File: src/hdl/ubxd_pkg.sv
// ----------------------------------------------------------------------------
// ubxd_pkg
// shared types and constants of the ubx frame deframer and router
// ----------------------------------------------------------------------------
`default_nettype none

package ubxd_pkg;

  // sync pattern of a frame
  localparam logic [7:0] SYNC_ONE = 8'hB5;
  localparam logic [7:0] SYNC_TWO = 8'h62;

  // reset values of the configuration registers
  localparam logic [15:0] MAX_LEN_RST     = 16'd1024;
  localparam logic [7:0]  ROUTE_CLASS_RST = 8'h01;
  localparam logic [7:0]  ROUTE_ID_RST    = 8'h07;

  // register indexes (byte address is 4x)
  localparam int unsigned  APB_AW        = 4;
  localparam logic [1:0]   REG_MAX_LEN   = 2'd0;
  localparam logic [1:0]   REG_ROUTE_CLS = 2'd1;
  localparam logic [1:0]   REG_ROUTE_ID  = 2'd2;

  // frame status codes
  localparam logic [1:0] ST_OK       = 2'd0;
  localparam logic [1:0] ST_CK_ERR   = 2'd1;
  localparam logic [1:0] ST_TOO_LONG = 2'd2;

  typedef enum logic [3:0] {
    PH_HUNT1   = 4'd0,
    PH_HUNT2   = 4'd1,
    PH_CLASS   = 4'd2,
    PH_ID      = 4'd3,
    PH_LEN_LO  = 4'd4,
    PH_LEN_HI  = 4'd5,
    PH_PAYLOAD = 4'd6,
    PH_CK_A    = 4'd7,
    PH_CK_B    = 4'd8
  } phase_e;

  typedef struct packed {
    logic [15:0] max_len;
    logic [7:0]  route_class;
    logic [7:0]  route_id;
  } cfg_t;

  typedef struct packed {
    logic [7:0]  data_byte;
    logic [15:0] byte_index;
    logic        frame_end;
    logic [1:0]  frame_status;
    logic [7:0]  msg_class;
    logic [7:0]  msg_id;
    logic [15:0] payload_length;
    logic        to_data_queue;
  } result_t;

endpackage

`default_nettype wire

File: src/hdl/ubxd_in_if.sv
// ----------------------------------------------------------------------------
// ubxd_in_if
// byte stream channel into the deframer
// ----------------------------------------------------------------------------
`default_nettype none

interface ubxd_in_if;
  logic       valid;
  logic       ready;
  logic [7:0] rx_byte;

  modport source (output valid, output rx_byte, input ready);
  modport sink   (input valid, input rx_byte, output ready);
endinterface

`default_nettype wire

File: src/hdl/ubxd_out_if.sv
// ----------------------------------------------------------------------------
// ubxd_out_if
// result channel out of the deframer
// ----------------------------------------------------------------------------
`default_nettype none

interface ubxd_out_if;
  logic        valid;
  logic        ready;
  logic [7:0]  data_byte;
  logic [15:0] byte_index;
  logic        frame_end;
  logic [1:0]  frame_status;
  logic [7:0]  msg_class;
  logic [7:0]  msg_id;
  logic [15:0] payload_length;
  logic        to_data_queue;

  modport source (
    output valid, output data_byte, output byte_index, output frame_end,
    output frame_status, output msg_class, output msg_id,
    output payload_length, output to_data_queue, input ready
  );
  modport sink (
    input valid, input data_byte, input byte_index, input frame_end,
    input frame_status, input msg_class, input msg_id,
    input payload_length, input to_data_queue, output ready
  );
endinterface

`default_nettype wire

File: src/hdl/ubxd_cfg_regs.sv
// ----------------------------------------------------------------------------
// ubxd_cfg_regs
// apb register file: max payload length and routed class/id
// ----------------------------------------------------------------------------
`default_nettype none

module ubxd_cfg_regs
  import ubxd_pkg::*;
(
  input  wire logic              clk_i,
  input  wire logic              rst_ni,
  input  wire logic              psel,
  input  wire logic              penable,
  input  wire logic              pwrite,
  input  wire logic [APB_AW-1:0] paddr,
  input  wire logic [31:0]       pwdata,
  output logic      [31:0]       prdata,
  output logic                   pready,
  output cfg_t                   cfg_o
);

  cfg_t       cfg_q, cfg_d;
  logic       wr_en;
  logic [1:0] reg_idx;

  assign pready  = 1'b1;
  assign wr_en   = psel && penable && pwrite;
  assign reg_idx = paddr[3:2];

  always_comb begin
    cfg_d = cfg_q;
    if (wr_en) begin
      case (reg_idx)
        REG_MAX_LEN:   cfg_d.max_len     = pwdata[15:0];
        REG_ROUTE_CLS: cfg_d.route_class = pwdata[7:0];
        REG_ROUTE_ID:  cfg_d.route_id    = pwdata[7:0];
        default:       cfg_d = cfg_q;
      endcase
    end
  end

  always_ff @(posedge clk_i or negedge rst_ni) begin
    if (!rst_ni) begin
      cfg_q.max_len     <= MAX_LEN_RST;
      cfg_q.route_class <= ROUTE_CLASS_RST;
      cfg_q.route_id    <= ROUTE_ID_RST;
    end else begin
      cfg_q <= cfg_d;
    end
  end

  always_comb begin
    case (reg_idx)
      REG_MAX_LEN:   prdata = {16'd0, cfg_q.max_len};
      REG_ROUTE_CLS: prdata = {24'd0, cfg_q.route_class};
      REG_ROUTE_ID:  prdata = {24'd0, cfg_q.route_id};
      default:       prdata = 32'd0;
    endcase
  end

  assign cfg_o = cfg_q;

endmodule

`default_nettype wire

File: src/hdl/ubxd_parser.sv
// ----------------------------------------------------------------------------
// ubxd_parser
// frame state machine with fletcher-8 running sums, one byte per step
// ----------------------------------------------------------------------------
`default_nettype none

module ubxd_parser
  import ubxd_pkg::*;
(
  input  wire logic       clk_i,
  input  wire logic       rst_ni,
  input  wire logic       step_i,
  input  wire logic [7:0] byte_i,
  input  wire cfg_t       cfg_i,
  output logic            emit_o,
  output result_t         res_o
);

  phase_e      phase_q, phase_d;
  logic [7:0]  sum_a_q, sum_a_d, sum_b_q, sum_b_d;
  logic [7:0]  cls_q, cls_d, id_q, id_d, rcv_a_q, rcv_a_d;
  logic [15:0] len_q, len_d, seen_q, seen_d;

  logic [7:0]  base_a, base_b, add_a, add_b;
  logic [15:0] len_full;
  logic [16:0] seen_inc;
  logic        sum_en;
  logic        ck_good;

  // fletcher sums restart at the class byte
  assign base_a   = (phase_q == PH_CLASS) ? 8'd0 : sum_a_q;
  assign base_b   = (phase_q == PH_CLASS) ? 8'd0 : sum_b_q;
  assign add_a    = base_a + byte_i;
  assign add_b    = base_b + add_a;
  assign len_full = {byte_i, len_q[7:0]};
  assign seen_inc = {1'b0, seen_q} + 17'd1;
  assign ck_good  = (rcv_a_q == sum_a_q) && (byte_i == sum_b_q);

  always_comb begin
    case (phase_q)
      PH_CLASS, PH_ID, PH_LEN_LO, PH_LEN_HI, PH_PAYLOAD: sum_en = 1'b1;
      default:                                           sum_en = 1'b0;
    endcase
  end

  // next state
  always_comb begin
    phase_d = phase_q;
    sum_a_d = sum_a_q;
    sum_b_d = sum_b_q;
    cls_d   = cls_q;
    id_d    = id_q;
    len_d   = len_q;
    seen_d  = seen_q;
    rcv_a_d = rcv_a_q;
    if (step_i) begin
      if (sum_en) begin
        sum_a_d = add_a;
        sum_b_d = add_b;
      end
      case (phase_q)
        PH_HUNT1: begin
          if (byte_i == SYNC_ONE) phase_d = PH_HUNT2;
        end
        PH_HUNT2: begin
          if (byte_i == SYNC_TWO)      phase_d = PH_CLASS;
          else if (byte_i != SYNC_ONE) phase_d = PH_HUNT1;
        end
        PH_CLASS: begin
          cls_d   = byte_i;
          phase_d = PH_ID;
        end
        PH_ID: begin
          id_d    = byte_i;
          phase_d = PH_LEN_LO;
        end
        PH_LEN_LO: begin
          len_d   = {8'd0, byte_i};
          phase_d = PH_LEN_HI;
        end
        PH_LEN_HI: begin
          len_d  = len_full;
          seen_d = 16'd0;
          if (len_full > cfg_i.max_len) phase_d = PH_HUNT1;
          else if (len_full == 16'd0)   phase_d = PH_CK_A;
          else                          phase_d = PH_PAYLOAD;
        end
        PH_PAYLOAD: begin
          seen_d = seen_inc[15:0];
          if (seen_inc >= {1'b0, len_q}) phase_d = PH_CK_A;
        end
        PH_CK_A: begin
          rcv_a_d = byte_i;
          phase_d = PH_CK_B;
        end
        PH_CK_B: phase_d = PH_HUNT1;
        default: phase_d = PH_HUNT1;
      endcase
    end
  end

  // result of the current byte
  always_comb begin
    emit_o               = 1'b0;
    res_o.data_byte      = 8'd0;
    res_o.byte_index     = 16'd0;
    res_o.frame_end      = 1'b0;
    res_o.frame_status   = ST_OK;
    res_o.msg_class      = cls_q;
    res_o.msg_id         = id_q;
    res_o.payload_length = len_q;
    res_o.to_data_queue  = (cls_q == cfg_i.route_class) && (id_q == cfg_i.route_id);
    case (phase_q)
      PH_LEN_HI: begin
        res_o.payload_length = len_full;
        if (len_full > cfg_i.max_len) begin
          emit_o             = 1'b1;
          res_o.frame_end    = 1'b1;
          res_o.frame_status = ST_TOO_LONG;
        end
      end
      PH_PAYLOAD: begin
        emit_o           = 1'b1;
        res_o.data_byte  = byte_i;
        res_o.byte_index = seen_q;
      end
      PH_CK_B: begin
        emit_o             = 1'b1;
        res_o.frame_end    = 1'b1;
        res_o.frame_status = ck_good ? ST_OK : ST_CK_ERR;
      end
      default: emit_o = 1'b0;
    endcase
  end

  always_ff @(posedge clk_i or negedge rst_ni) begin
    if (!rst_ni) begin
      phase_q <= PH_HUNT1;
      sum_a_q <= 8'd0;
      sum_b_q <= 8'd0;
      cls_q   <= 8'd0;
      id_q    <= 8'd0;
      len_q   <= 16'd0;
      seen_q  <= 16'd0;
      rcv_a_q <= 8'd0;
    end else begin
      phase_q <= phase_d;
      sum_a_q <= sum_a_d;
      sum_b_q <= sum_b_d;
      cls_q   <= cls_d;
      id_q    <= id_d;
      len_q   <= len_d;
      seen_q  <= seen_d;
      rcv_a_q <= rcv_a_d;
    end
  end

`ifndef ASSERT_OFF
  a_payload_in_range: assert property (@(posedge clk_i) disable iff (!rst_ni)
    (phase_q == PH_PAYLOAD) |-> (seen_q < len_q))
    else $error("payload counter ran past the frame length");

  a_ckb_resyncs: assert property (@(posedge clk_i) disable iff (!rst_ni)
    (step_i && (phase_q == PH_CK_B)) |=> (phase_q == PH_HUNT1))
    else $error("parser did not resync after the checksum");

  a_emit_closes_or_payload: assert property (@(posedge clk_i) disable iff (!rst_ni)
    (step_i && emit_o && res_o.frame_end) |=> (phase_q == PH_HUNT1))
    else $error("frame end without returning to sync hunt");
`endif

endmodule

`default_nettype wire

File: src/hdl/ubxd_top.sv
// ----------------------------------------------------------------------------
// ubx_frame_deframer_router_top
// byte-serial ubx deframer with cut-through payload and route flag
// ----------------------------------------------------------------------------
`default_nettype none

// Takes one received byte per clock on rx_i and hunts for ubx frames
// (sync b5 62, class, id, little-endian length, payload, ck_a, ck_b).
// Every payload byte comes out on res_o as soon as it is parsed, with its
// index, the frame's class/id/length and the route flag. One closing result
// with frame_end set carries the status: ok, checksum error, or too long
// (length above max_payload_len, reported right after the length bytes,
// after which the rest of the frame is treated as stream bytes). Other bytes
// give no result. A byte passes an input register, the parser logic and a
// result register, and a byte can be accepted every cycle; the input
// register only stalls when the result register is full and not being
// drained. Registers: 0x0 max_payload_len, 0x4 route_class, 0x8 route_id,
// written through the apb port while the stream is quiet.

module ubx_frame_deframer_router_top
  import ubxd_pkg::*;
(
  input  wire logic              clk_i,
  input  wire logic              rst_ni,
  ubxd_in_if.sink                rx_i,
  ubxd_out_if.source             res_o,
  input  wire logic              psel,
  input  wire logic              penable,
  input  wire logic              pwrite,
  input  wire logic [APB_AW-1:0] paddr,
  input  wire logic [31:0]       pwdata,
  output logic      [31:0]       prdata,
  output logic                   pready
);

  cfg_t       cfg;
  logic       in_vld_q, in_vld_d;
  logic [7:0] in_byte_q;
  logic       out_vld_q, out_vld_d;
  result_t    res_q;
  result_t    res_n;
  logic       emit;
  logic       advance;
  logic       rx_take;

  // register file
  ubxd_cfg_regs u_cfg (
    .clk_i   (clk_i),
    .rst_ni  (rst_ni),
    .psel    (psel),
    .penable (penable),
    .pwrite  (pwrite),
    .paddr   (paddr),
    .pwdata  (pwdata),
    .prdata  (prdata),
    .pready  (pready),
    .cfg_o   (cfg)
  );

  // the registered byte moves on when the result slot is free or draining
  assign advance    = in_vld_q && (!out_vld_q || res_o.ready);
  assign rx_i.ready = !in_vld_q || advance;
  assign rx_take    = rx_i.valid && rx_i.ready;

  always_comb begin
    in_vld_d = in_vld_q;
    if (rx_take)      in_vld_d = 1'b1;
    else if (advance) in_vld_d = 1'b0;
  end

  always_ff @(posedge clk_i or negedge rst_ni) begin
    if (!rst_ni) in_vld_q <= 1'b0;
    else         in_vld_q <= in_vld_d;
  end

  // input byte register, data only, no reset
  always_ff @(posedge clk_i) begin
    if (rx_take) in_byte_q <= rx_i.rx_byte;
  end

  ubxd_parser u_parser (
    .clk_i  (clk_i),
    .rst_ni (rst_ni),
    .step_i (advance),
    .byte_i (in_byte_q),
    .cfg_i  (cfg),
    .emit_o (emit),
    .res_o  (res_n)
  );

  // result register
  always_comb begin
    out_vld_d = out_vld_q;
    if (advance)          out_vld_d = emit;
    else if (res_o.ready) out_vld_d = 1'b0;
  end

  always_ff @(posedge clk_i or negedge rst_ni) begin
    if (!rst_ni) out_vld_q <= 1'b0;
    else         out_vld_q <= out_vld_d;
  end

  always_ff @(posedge clk_i) begin
    if (advance && emit) res_q <= res_n;
  end

  assign res_o.valid          = out_vld_q;
  assign res_o.data_byte      = res_q.data_byte;
  assign res_o.byte_index     = res_q.byte_index;
  assign res_o.frame_end      = res_q.frame_end;
  assign res_o.frame_status   = res_q.frame_status;
  assign res_o.msg_class      = res_q.msg_class;
  assign res_o.msg_id         = res_q.msg_id;
  assign res_o.payload_length = res_q.payload_length;
  assign res_o.to_data_queue  = res_q.to_data_queue;

`ifndef ASSERT_OFF
  a_end_has_no_data: assert property (@(posedge clk_i) disable iff (!rst_ni)
    (out_vld_q && res_q.frame_end) |->
      ((res_q.data_byte == 8'd0) && (res_q.byte_index == 16'd0)))
    else $error("frame end result carries payload data");

  a_payload_status_ok: assert property (@(posedge clk_i) disable iff (!rst_ni)
    (out_vld_q && !res_q.frame_end) |-> (res_q.frame_status == ST_OK))
    else $error("payload result carries a non-ok status");

  a_stall_only_when_full: assert property (@(posedge clk_i) disable iff (!rst_ni)
    !rx_i.ready |-> (in_vld_q && out_vld_q && !res_o.ready))
    else $error("input stalled with room in the pipeline");
`endif

endmodule

`default_nettype wire
File: src/flat_wrapper.sv
// flat-port wrapper written by rule: the top's interface ports become plain ports
module ubx_frame_deframer_router_top_flat import ubxd_pkg::*;
  (clk_i, rst_ni, psel, penable, pwrite, paddr, pwdata, prdata, pready, rx_i_valid, rx_i_rx_byte, rx_i_ready, res_o_valid, res_o_data_byte, res_o_byte_index, res_o_frame_end, res_o_frame_status, res_o_msg_class, res_o_msg_id, res_o_payload_length, res_o_to_data_queue, res_o_ready);
  ubxd_in_if rx_i_i ();
  ubxd_out_if res_o_i ();
  input  wire logic clk_i;
  input  wire logic rst_ni;
  input  wire logic psel;
  input  wire logic penable;
  input  wire logic pwrite;
  input  wire logic [APB_AW-1:0] paddr;
  input  wire logic [31:0] pwdata;
  output logic      [31:0] prdata;
  output logic pready;
  input wire logic [$bits(rx_i_i.valid)-1:0] rx_i_valid;
  input wire logic [$bits(rx_i_i.rx_byte)-1:0] rx_i_rx_byte;
  output wire logic [$bits(rx_i_i.ready)-1:0] rx_i_ready;
  output wire logic [$bits(res_o_i.valid)-1:0] res_o_valid;
  output wire logic [$bits(res_o_i.data_byte)-1:0] res_o_data_byte;
  output wire logic [$bits(res_o_i.byte_index)-1:0] res_o_byte_index;
  output wire logic [$bits(res_o_i.frame_end)-1:0] res_o_frame_end;
  output wire logic [$bits(res_o_i.frame_status)-1:0] res_o_frame_status;
  output wire logic [$bits(res_o_i.msg_class)-1:0] res_o_msg_class;
  output wire logic [$bits(res_o_i.msg_id)-1:0] res_o_msg_id;
  output wire logic [$bits(res_o_i.payload_length)-1:0] res_o_payload_length;
  output wire logic [$bits(res_o_i.to_data_queue)-1:0] res_o_to_data_queue;
  input wire logic [$bits(res_o_i.ready)-1:0] res_o_ready;
  assign rx_i_i.valid = rx_i_valid;
  assign rx_i_i.rx_byte = rx_i_rx_byte;
  assign rx_i_ready = rx_i_i.ready;
  assign res_o_valid = res_o_i.valid;
  assign res_o_data_byte = res_o_i.data_byte;
  assign res_o_byte_index = res_o_i.byte_index;
  assign res_o_frame_end = res_o_i.frame_end;
  assign res_o_frame_status = res_o_i.frame_status;
  assign res_o_msg_class = res_o_i.msg_class;
  assign res_o_msg_id = res_o_i.msg_id;
  assign res_o_payload_length = res_o_i.payload_length;
  assign res_o_to_data_queue = res_o_i.to_data_queue;
  assign res_o_i.ready = res_o_ready;
  ubx_frame_deframer_router_top u_core (.clk_i(clk_i), .rst_ni(rst_ni), .rx_i(rx_i_i), .res_o(res_o_i), .psel(psel), .penable(penable), .pwrite(pwrite), .paddr(paddr), .pwdata(pwdata), .prdata(prdata), .pready(pready));
endmodule
File: config.mk
export PLATFORM = sky130hd
export DESIGN_NAME = ubx_frame_deframer_router_top_flat
export DESIGN_NICKNAME = d
export VERILOG_FILES = /design/src/hdl/ubxd_pkg.sv /design/src/hdl/ubxd_in_if.sv /design/src/hdl/ubxd_out_if.sv /design/src/hdl/ubxd_cfg_regs.sv /design/src/hdl/ubxd_parser.sv /design/src/hdl/ubxd_top.sv /design/src/flat_wrapper.sv
export SDC_FILE = /design/constraint.sdc
export NUM_CORES = 1
export LEC_CHECK = 0
export ABC_AREA = 1
export BUFFER_PORTS_ARGS = -buffer_cell sky130_fd_sc_hd__buf_4
export CAP_MARGIN = 20
export CELL_PAD_IN_SITES_DETAIL_PLACEMENT = 1
export CELL_PAD_IN_SITES_GLOBAL_PLACEMENT = 2
export CORE_ASPECT_RATIO = 1.2
export CORE_MARGIN = 2
export CORE_UTILIZATION = 35
export CTS_CLUSTER_SIZE = 25
export DETAILED_ROUTE_END_ITERATION = 10
export MAX_ROUTING_LAYER = met4
export PLACE_DENSITY = 0.86
export REMOVE_ABC_BUFFERS = 1
export SYNTH_ARGS = -nofsm -noshare
export SYNTH_HDL_FRONTEND = slang
export SYNTH_SLANG_ARGS = --single-unit
File: constraint.sdc
create_clock -name clk_i -period 4.35 [get_ports clk_i]
set_clock_uncertainty 0.15 [all_clocks]
set_input_delay 0.435 -clock clk_i [delete_from_list [all_inputs] [get_ports clk_i]]
set_output_delay 0.435 -clock clk_i [all_outputs]
set_load 0.05 [all_outputs]
==> flow_summary.ini, run 1 <==
[outcome]
status = finished with violations
violated_checks = negative hold slack

[timing]
total_negative_slack_ps = 0
max-slew-margin-rel = 0.309
finalWorstPathRequiredPeriod_ps = 3830
rsz0062_at_grt = no
final_min_period_over_clock_period = 0.880
maxSlewViolCount = 0
finalSetupViolations = 0
timing.hold.ws_ps = -2.95
tightest_slew_ps = 1040
layout_setup_ws_ps = 523
final-hold-violation-count = 2
fmax_ghz = 0.261

[layout]
core_occupancy_in_the_finished_layout = 0.429
num_antenna_cells = 0
drive_gt1_frac = 0.157
num-fill-cells = 3016
fin_nets = 1228
area.growth.synth_to_final_pct = 20.0
most_common_library_cell_in_the_layout_ignoring_fill_and_taps = sky130_fd_sc_hd__nand2_1
mostFrequentLayoutCells = sky130_fd_sc_hd__nand2_1, sky130_fd_sc_hd__inv_1, sky130_fd_sc_hd__buf_4

[yosys]
synth_area_mm2 = 0.00916
number_of_synthesis_warnings = 0
ys_types = 41
synthTopCellsByArea = sky130_fd_sc_hd__dfrtp_1, sky130_fd_sc_hd__edfxtp_1, sky130_fd_sc_hd__nand2_1
synth_top_area_frac = 0.287
syn_area_per_cell_um2 = 9.05
synthesis.instances = 1012
netlist.top_cell.by_area = sky130_fd_sc_hd__dfrtp_1
flops_latches_synth = 178
sequential_to_total_area_share_from_yosys_stat = 0.524

[grt]
grt_pass1_wl_mm = 40.4
grt_overflow_total = 0
number_of_global_route_vias_before_repair = 7419
grt.total_usage = 0.197
maximum_number_of_pins_on_one_net_before_global_route_repair = 75
initial_antenna_violation_count = 0

[drt]
ant_nets = 0
detail_route.first_pass.iterations = 4
routedWlPerCell_um = 17.0
detail_route.iter0.violations = 316
route.vias.total = 7197
finalWirelength_mm = 25.0
drc_errors = 0
avgViaCountPerCell = 4.89

[setup_path]
worst_ep_required_time_ps = 4590
r2r.worst_path.cells = 21
setup.reg_to_reg.worst_slack_ps = 520
cp_max_fo = 10
setup.worst_path.class = register to register
crit_arrival_ps = 4060
crit-reg2reg-launch = u_core.u_parser.phase_q[1]
end_kind = register
setup.worst_path.start_class = register
rr_endpoint = u_core.u_parser.sum_b_q[7]

[place]
port_buffers = 110
gp_congestion = 0.809
dp_slack_ps = 461
dp_hpwl_mm = 18.6

[clocking]
clock-sinks = 178
ctsLongestPathBuffers = 2
cts_htree_levels = 4
cts.clk_slew.worst_paths_ps = 80
cts_tree = yes
post-cts-setup-buffer-count = 0
cts_resized = 0
numCtsBuffers = 17
clock_latency_ps = 450
cts.root.buffer_cell = sky130_fd_sc_hd__clkbuf_16

[die]
chipWidth_um = 152
floorplan.die.height_um = 181
die-area_mm2 = 0.0275
initial_core_util = 0.357
core_region_area_mm2 = 0.0256
rows = 64
num_io_pins = 146

[power_and_ir_drop]
static-leakage-power_nw = 5.46
cellPowerDensity_mw_per_mm2 = 654
power.ir.vdd_worst_uv = 324
total_power_mw = 7.18

[flow_run]
maxCapViolCount = 0

[hold_path]
classification_of_the_worst_slack_hold_path = primary input to async pin
synthesized netlist by cell type (all sizes together):
cell	count
dfstp	5
nand2	210
clkbuf	13
nor3	8
nor4	9
a31oi	4
xor2	19
o21ai	105
nand3	44
a21oi	31
xnor2	19
a21o	2
buf	27
conb	2
nor2	90
o221ai	3
nor3b	1
ha	47
nand4	21
o22ai	13
and2	1
o211ai	7
nand3b	1
or2	6
edfxtp	68
and3	1
fa	2
nor4b	1
inv	147
dfrtp	105
worst max-delay path by stage:
stage,start,endpoint,slack [ps],depth (start not counted)
after floorplan,u_core.u_parser.phase_q[1],u_core.u_parser.sum_b_q[6],880,20
after CTS,u_core.u_parser.phase_q[1],u_core.u_parser.sum_b_q[7],450,21
final,u_core.u_parser.phase_q[1],u_core.u_parser.sum_b_q[7],520,21
after global routing,u_core.u_parser.phase_q[1],u_core.u_parser.sum_b_q[7],110,21
after global placement,u_core.u_parser.phase_q[1],u_core.u_parser.sum_b_q[7],560,21
after detailed placement,u_core.u_parser.phase_q[1],u_core.u_parser.sum_b_q[7],460,21
worst max-delay path: stages, from the launching register on:
cell and delay [ps]:
sky130_fd_sc_hd__dfrtp_1 500, sky130_fd_sc_hd__inv_2 80, sky130_fd_sc_hd__nor2_2 140, sky130_fd_sc_hd__nand2_2 110, sky130_fd_sc_hd__inv_1 290, sky130_fd_sc_hd__nor2_1 80, sky130_fd_sc_hd__ha_1 210, sky130_fd_sc_hd__fa_1 410
sky130_fd_sc_hd__a31oi_1 190, sky130_fd_sc_hd__inv_1 70, sky130_fd_sc_hd__nand2_1 80, sky130_fd_sc_hd__nand2_1 70, sky130_fd_sc_hd__a21oi_1 120, sky130_fd_sc_hd__nand2_1 70, sky130_fd_sc_hd__and2_1 160, sky130_fd_sc_hd__ha_1 340
sky130_fd_sc_hd__a21oi_1 150, sky130_fd_sc_hd__o21ai_0 100, sky130_fd_sc_hd__a21oi_1 170, sky130_fd_sc_hd__nand3b_1 140, sky130_fd_sc_hd__nand3_1 80, sky130_fd_sc_hd__nand2_1 80
layout make-up:
type	instances	area, µm²	share of cell area
Tap cell	330	413	0.0376
Clock inverter	14	181	0.0165
Sequential cell	178	4800	0.437
Clock buffer	18	439	0.0400
Multi-Input combinational cell	662	3640	0.331
Timing Repair Buffer	122	961	0.0875
Inverter	147	552	0.0502
sequential cells by signal (all words and copies together) (netlist names):
signal,count
u_core.u_cfg.cfg_o,32
u_core.res_o.byte_index,16
u_core.res_o.payload_length,16
u_core.u_parser.len_q,16
u_core.u_parser.seen_q,16
u_core.in_byte_q,8
u_core.res_o.data_byte,8
u_core.res_o.msg_class,8
u_core.res_o.msg_id,8
u_core.u_parser.cls_q,8
u_core.u_parser.id_q,8
u_core.u_parser.rcv_a_q,8
u_core.u_parser.sum_a_q,8
u_core.u_parser.sum_b_q,8
u_core.u_parser.phase_q,4
u_core.res_o.frame_status,2
u_core.in_vld_q,1
u_core.res_o.frame_end,1
u_core.res_o.to_data_queue,1
u_core.res_o.valid,1
routing by layer:
layer | global-route usage | vias up | wire length [µm]
li1 | - | 3532 | -
met3 | 0.0273 | 29 | 656
met1 | 0.256 | 3518 | 11300
met2 | 0.317 | 118 | 12500
met5 | - | - | 0
met4 | 0.0644 | 0 | 586
power by group:
part	total, mW	switching, mW	internal, mW
registers	2.24	0.240	2.00
logic	3.35	2.17	1.18
clock network	1.59	0.748	0.844
total	7.18	3.15	4.03
cell families after synthesis:
group | synth area share
xor+xnor | 0.0372
buf+inv | 0.0846
other cells | 0.000820
flops | 0.524
simple gates | 0.186
fa+ha+maj | 0.0686
compound gates | 0.0981
per-stage QoR:
step	cell area, µm²	hold slack (ps)	std cells
finish	11000	-2.95	1471
global placement	10300	317	1433
floorplan	8990	-10.6	987
detailed placement	10300	326	1433
global route	11000	2.76	1471
CTS	10900	1.16	1469
repair_timing:
action	CTS	global route
setup endpoints to repair	0	0
endpoints found under the hold margin	4	1
hold buffers	4	1
Note: power is estimated with default switching activity, not from simulation.
==> inputs of run 2 (changes only) <==
--- a/config.mk
+++ b/config.mk
@@ -12,11 +12,11 @@
 export CELL_PAD_IN_SITES_GLOBAL_PLACEMENT = 2
 export CORE_ASPECT_RATIO = 1.2
 export CORE_MARGIN = 2
-export CORE_UTILIZATION = 35
+export CORE_UTILIZATION = 31
 export CTS_CLUSTER_SIZE = 25
 export DETAILED_ROUTE_END_ITERATION = 10
 export MAX_ROUTING_LAYER = met4
-export PLACE_DENSITY = 0.86
+export PLACE_DENSITY = 0.81
 export REMOVE_ABC_BUFFERS = 1
 export SYNTH_ARGS = -nofsm -noshare
 export SYNTH_HDL_FRONTEND = slang
==> constraint.sdc (replaced) <==
create_clock -name clk_i -period 3.3 [get_ports clk_i]
set_clock_uncertainty 0.15 [all_clocks]
set_input_delay 0.33 -clock clk_i [delete_from_list [all_inputs] [get_ports clk_i]]
set_output_delay 0.33 -clock clk_i [all_outputs]
set_load 0.05 [all_outputs]
==> flow_summary.ini, run 2 (same netlist as run 1, synthesis figures left out) <==
[layout]
num_antenna_cells = 0
core_occupancy_in_the_finished_layout = 0.415
largest_register_ff_count = 32
drive_gt1_frac = 0.246
num-fill-cells = 3376
most_common_library_cell_in_the_layout_ignoring_fill_and_taps = sky130_fd_sc_hd__nand2_1
stdcell_area_mm2 = 0.0120
fin_nets = 1307
area.growth.synth_to_final_pct = 31.0
mostFrequentLayoutCells = sky130_fd_sc_hd__nand2_1, sky130_fd_sc_hd__buf_4, sky130_fd_sc_hd__inv_1
post_layout_nonfiller_instances = 1605

[flow_run]
maxCapViolCount = 0

[timing]
fmax_ghz = 0.314
maxSlewViolCount = 0
rsz0062_at_grt = yes
final-hold-violation-count = 0
finalSetupViolations = 0
max-slew-margin-rel = 0.318
tightest_slew_ps = 1020
final_min_period_over_clock_period = 0.966
finalWorstPathRequiredPeriod_ps = 3190
total_negative_slack_ps = 0

[die]
die-area_mm2 = 0.0309
num_io_pins = 146
initial_core_util = 0.316
core_region_area_mm2 = 0.0289
chipWidth_um = 161
rows = 68
floorplan.die.height_um = 192

[setup_path]
worst_ep_required_time_ps = 3540
setup.worst_path.class = register to register
setup.worst_path.start_class = register
crit_arrival_ps = 3430
end_kind = register
r2r.worst_path.cells = 18
crit-reg2reg-launch = u_core.u_parser.phase_q[0]
startpoint = u_core.u_parser.phase_q[0]
cp_max_fo = 5

[drt]
ant_nets = 0
finalWirelength_mm = 28.0
drc_errors = 0
route.vias.total = 7564
routedWlPerCell_um = 17.4
detail_route.first_pass.iterations = 4
avgViaCountPerCell = 4.71
detail_route.iter0.violations = 314

[hold_path]
classification_of_the_worst_slack_hold_path = primary input to register
hp-start = pwdata[2]
whs_path_depth = 3

[grt]
number_of_global_route_vias_before_repair = 7947
grt_overflow_total = 0
initial_antenna_violation_count = 0
maximum_number_of_pins_on_one_net_before_global_route_repair = 61
grt.total_usage = 0.188
grt_pass1_wl_mm = 43.7

[place]
dp_hpwl_mm = 20.0
dpl.cell_count = 1532
gp_congestion = 0.860
port_buffers = 110
placement.cell_area_mm2 = 0.0107

[clocking]
cts_tree = yes
numCtsBuffers = 17
ctsLongestPathBuffers = 2
cts_htree_levels = 4
cts.root.buffer_cell = sky130_fd_sc_hd__clkbuf_16
cts.clk_slew.worst_paths_ps = 80
clock-sinks = 178
clock_latency_ps = 450

[outcome]
status = completed

[power_and_ir_drop]
power.ir.vdd_worst_uv = 461
static-leakage-power_nw = 5.84
total_power_mw = 11.2
cellPowerDensity_mw_per_mm2 = 933
-- run 2: changes by cell type in the layout (fill, tap and decap cells not counted), sizes merged --
| cell | delta |
|---|---|
| bufinv | -1 |
| clkinv | -2 |
| clkinvlp | +3 |
| dlygate4sd3 | +15 |
| buf | +64 |
-- run 2: repair_timing --
action,4_1_cts,5_1_grt
hold endpoints to repair,63,0
gates cloned,0,0
gates resized for setup,5,75
hold buffers,20,0
setup endpoints to repair,3,7
pin swaps,3,27
setup buffers,9,12
-- run 2: final timing paths --
check	to	slack, ps
worst max-delay path	u_core.u_parser.sum_b_q[7]	110
worst min-delay path	u_core.u_cfg.cfg_o[2]	9
worst max register to register	u_core.u_parser.sum_b_q[7]	110
worst min register to register	u_core.u_cfg.cfg_o[22]	340
max in group asynchronous	u_core.u_cfg.cfg_o[26]	1900
min in group asynchronous	u_core.u_parser.phase_q[1]	330
-- run 2: report_power, final --
group	leakage [nW]	switching, mW	internal [mW]
Combinational	3.62	3.60	2.66
Sequential	1.95	0.301	2.63
Clock	0.274	0.996	1.01
-- run 2: cell type report --
type / count / area, µm² / share of cell area
clock buffers: 18 / 429 / 0.0358
clock inverters: 14 / 145 / 0.0121
inverters: 147 / 554 / 0.0462
multi-input cells: 662 / 3990 / 0.333
flip-flops and latches: 178 / 4800 / 0.400
well taps: 385 / 482 / 0.0402
repair buffers: 201 / 1590 / 0.133
-- run 2: stage by stage --
step | setup WS (ps) | hold WS [ps]
finish | 111 | 9.34
global route | -55.3 | 38.0
CTS | 4.80 | 9.68
detailed placement | -210 | 268
global placement | -88.4 | 267
floorplan | -168 | -116
-- run 2: routing by layer --
metal,GRT usage,routed length (µm)
met1,0.231,12100
met2,0.324,14300
met3,0.0277,979
met4,0.0549,556
met5,-,0
-- run 2: critical path, stage by stage, from the launching register on --
cell and delay [ps]:
sky130_fd_sc_hd__dfrtp_1 420, sky130_fd_sc_hd__nor2_4 160, sky130_fd_sc_hd__nand2_2 90, sky130_fd_sc_hd__inv_4 90
sky130_fd_sc_hd__buf_6 130, sky130_fd_sc_hd__nor2_1 40, sky130_fd_sc_hd__ha_1 340, sky130_fd_sc_hd__nand3_1 110
sky130_fd_sc_hd__nand3_2 120, sky130_fd_sc_hd__nand2_1 90, sky130_fd_sc_hd__a31oi_2 200, sky130_fd_sc_hd__xor2_1 280
sky130_fd_sc_hd__ha_1 330, sky130_fd_sc_hd__nand2_2 110, sky130_fd_sc_hd__o21ai_2 60, sky130_fd_sc_hd__a21oi_2 130
sky130_fd_sc_hd__nand3b_1 120, sky130_fd_sc_hd__nand3_1 70, sky130_fd_sc_hd__nand2_1 90
==> inputs of run 3 (changes only) <==
--- a/config.mk
+++ b/config.mk
@@ -17,6 +17,7 @@
 export DETAILED_ROUTE_END_ITERATION = 10
 export MAX_ROUTING_LAYER = met4
 export PLACE_DENSITY = 0.81
+export RECOVER_POWER = 25
 export REMOVE_ABC_BUFFERS = 1
 export SYNTH_ARGS = -nofsm -noshare
 export SYNTH_HDL_FRONTEND = slang
==> flow_summary.ini, run 3 (same netlist as run 1, synthesis figures left out) <==
[grt]
grt_overflow_total = 0
maximum_number_of_pins_on_one_net_before_global_route_repair = 61
grt_pass1_wl_mm = 43.7
initial_antenna_violation_count = 0
number_of_global_route_vias_before_repair = 7947
grt.total_usage = 0.188

[layout]
mostFrequentLayoutCells = sky130_fd_sc_hd__nand2_1, sky130_fd_sc_hd__buf_4, sky130_fd_sc_hd__inv_1
largest_register_ff_count = 32
most_common_library_cell_in_the_layout_ignoring_fill_and_taps = sky130_fd_sc_hd__nand2_1
fin_nets = 1307
drive_gt1_frac = 0.246
num_antenna_cells = 0
stdcell_area_mm2 = 0.0120
area.growth.synth_to_final_pct = 30.8

[setup_path]
cp_slowest_stage_delay_ps = 420
cell_class_contributing_the_biggest_share_of_worst_path_delay = simple AND/OR/NAND/NOR gates
r2r.worst_path.cells = 18
crit_arrival_ps = 3430
worstSetupPathDepth = 18
crit_path_cell_trace = nor2_4, nand2_2, inv_4, buf_6, nor2_1, ha_1, nand3_1, nand3_2, nand2_1, a31oi_2, xor2_1, ha_1, nand2_2, o21ai_2, a21oi_2, nand3b_1, nand3_1, nand2_1
end_kind = register
setup.worst_path.start_class = register
timing.critical_path.slowest_stage_cell = sky130_fd_sc_hd__dfrtp_1
worst_ep_required_time_ps = 3540
critPathBufInv = 2
setup.worst_path.class = register to register
cp_max_fo = 5

[drt]
finalWirelength_mm = 28.0
routedWlPerCell_um = 17.4
avgViaCountPerCell = 4.71
route.vias.total = 7554
detail_route.first_pass.iterations = 4
drc_errors = 0
ant_nets = 0
detail_route.iter0.violations = 314

[place]
placement.cell_area_mm2 = 0.0107
port_buffers = 110
gp_congestion = 0.860
dp_hpwl_mm = 20.0
dp_slack_ps = -210

[clocking]
cts_htree_levels = 4
clock_latency_ps = 450
numCtsBuffers = 17
cts.root.buffer_cell = sky130_fd_sc_hd__clkbuf_16
ctsLongestPathBuffers = 2
cts_tree = yes
clock-sinks = 178
cts.clk_slew.worst_paths_ps = 80

[timing]
total_negative_slack_ps = 0
finalSetupViolations = 0
finalWorstPathRequiredPeriod_ps = 3190
maxSlewViolCount = 0
final-hold-violation-count = 0
final_min_period_over_clock_period = 0.966
fmax_ghz = 0.314
layout_setup_ws_ps = 111
timing.hold.ws_ps = 9.33
rsz0062_at_grt = yes
max-slew-margin-rel = 0.124
tightest_slew_ps = 1310

[power_and_ir_drop]
clock_power_share = 0.179
netSwitchingFraction = 0.437
power.internal_mw = 6.30
cellPowerDensity_mw_per_mm2 = 934
total_power_mw = 11.2
static-leakage-power_nw = 5.84
p_comb_frac = 0.558
p_sw_mw = 4.89
power.ir.vdd_worst_uv = 461
power.share.sequential = 0.262

[die]
rows = 68
chipWidth_um = 161
initial_core_util = 0.316
floorplan.die.height_um = 192
core_region_area_mm2 = 0.0289
die-area_mm2 = 0.0309
num_io_pins = 146

[hold_path]
classification_of_the_worst_slack_hold_path = primary input to register
whs_path_depth = 3

[outcome]
status = completed

[flow_run]
maxCapViolCount = 0
run 3: cell count changes in the layout (fill, tap and decap cells not counted):
cell | before | now
sky130_fd_sc_hd__clkbuf_4 | 0 | 9
sky130_fd_sc_hd__buf_12 | 2 | 1
sky130_fd_sc_hd__clkbuf_2 | 0 | 2
sky130_fd_sc_hd__buf_4 | 177 | 167
run 3: path summary, 6_finish.rpt:
check / slack, ps / from / to
setup / recovery: 110 / u_core.u_parser.phase_q[0] / u_core.u_parser.sum_b_q[7]
hold / removal: 9 / pwdata[2] / u_core.u_cfg.cfg_o[2]
setup reg to reg: 110 / u_core.u_parser.phase_q[0] / u_core.u_parser.sum_b_q[7]
hold reg to reg: 340 / u_core.u_cfg.cfg_o[22] / u_core.u_cfg.cfg_o[22]
max in group asynchronous: 540 / rst_ni / u_core.u_cfg.cfg_o[6]
min in group asynchronous: 570 / rst_ni / u_core.u_parser.phase_q[1]
run 3: timing repair:
item / 4_1_cts / 5_1_grt
endpoints found under the setup margin: 3 / 7
hold buffers: 20 / 0
gates resized for setup: 5 / 75
setup buffers: 9 / 12
pin swaps: 3 / 27
hold endpoints to repair: 63 / 0
run 3: power groups by stage:
stage	logic [mW]	registers, mW	clock network (mW)
finish	6.25	2.94	2.00
global route	6.96	2.98	2.13
CTS	5.00	2.92	2.05
detailed placement	4.88	2.96	0
global placement	4.72	2.95	0
floorplan	3.31	2.89	0
run 3: layout make-up:
| cell class | count | area [µm²] |
|---|---|---|
| Timing Repair Buffer | 201 | 1570 |
| Inverter | 147 | 554 |
| Tap cell | 385 | 482 |
| Clock buffer | 18 | 429 |
| Fill cell | 3378 | 17000 |
| Multi-Input combinational cell | 662 | 3990 |
| Sequential cell | 178 | 4800 |
| Clock inverter | 14 | 145 |
run 3: metal layers:
metal  track usage  wire length, µm
met1         0.231            12100
met3        0.0277              960
met5             -                0
met4        0.0549              556
met2         0.324            14300
run 3: metrics by stage:
stage | utilization | instances
2_1_floorplan | - | 987
3_5_place_dp | 0.370 | 1532
6_report | 0.414 | 1605
5_1_grt | 0.414 | 1605
3_3_place_gp | 0.370 | 1532
4_1_cts | 0.400 | 1593
run 3: worst register-to-register path, delay by kind of cell (launching register included):
kind	cells	cell delay, ps
fa+ha+maj	2	670
xor+xnor	1	280
simple gates	10	1010
compound gates	3	390
buf+inv	2	220
flops	1	420
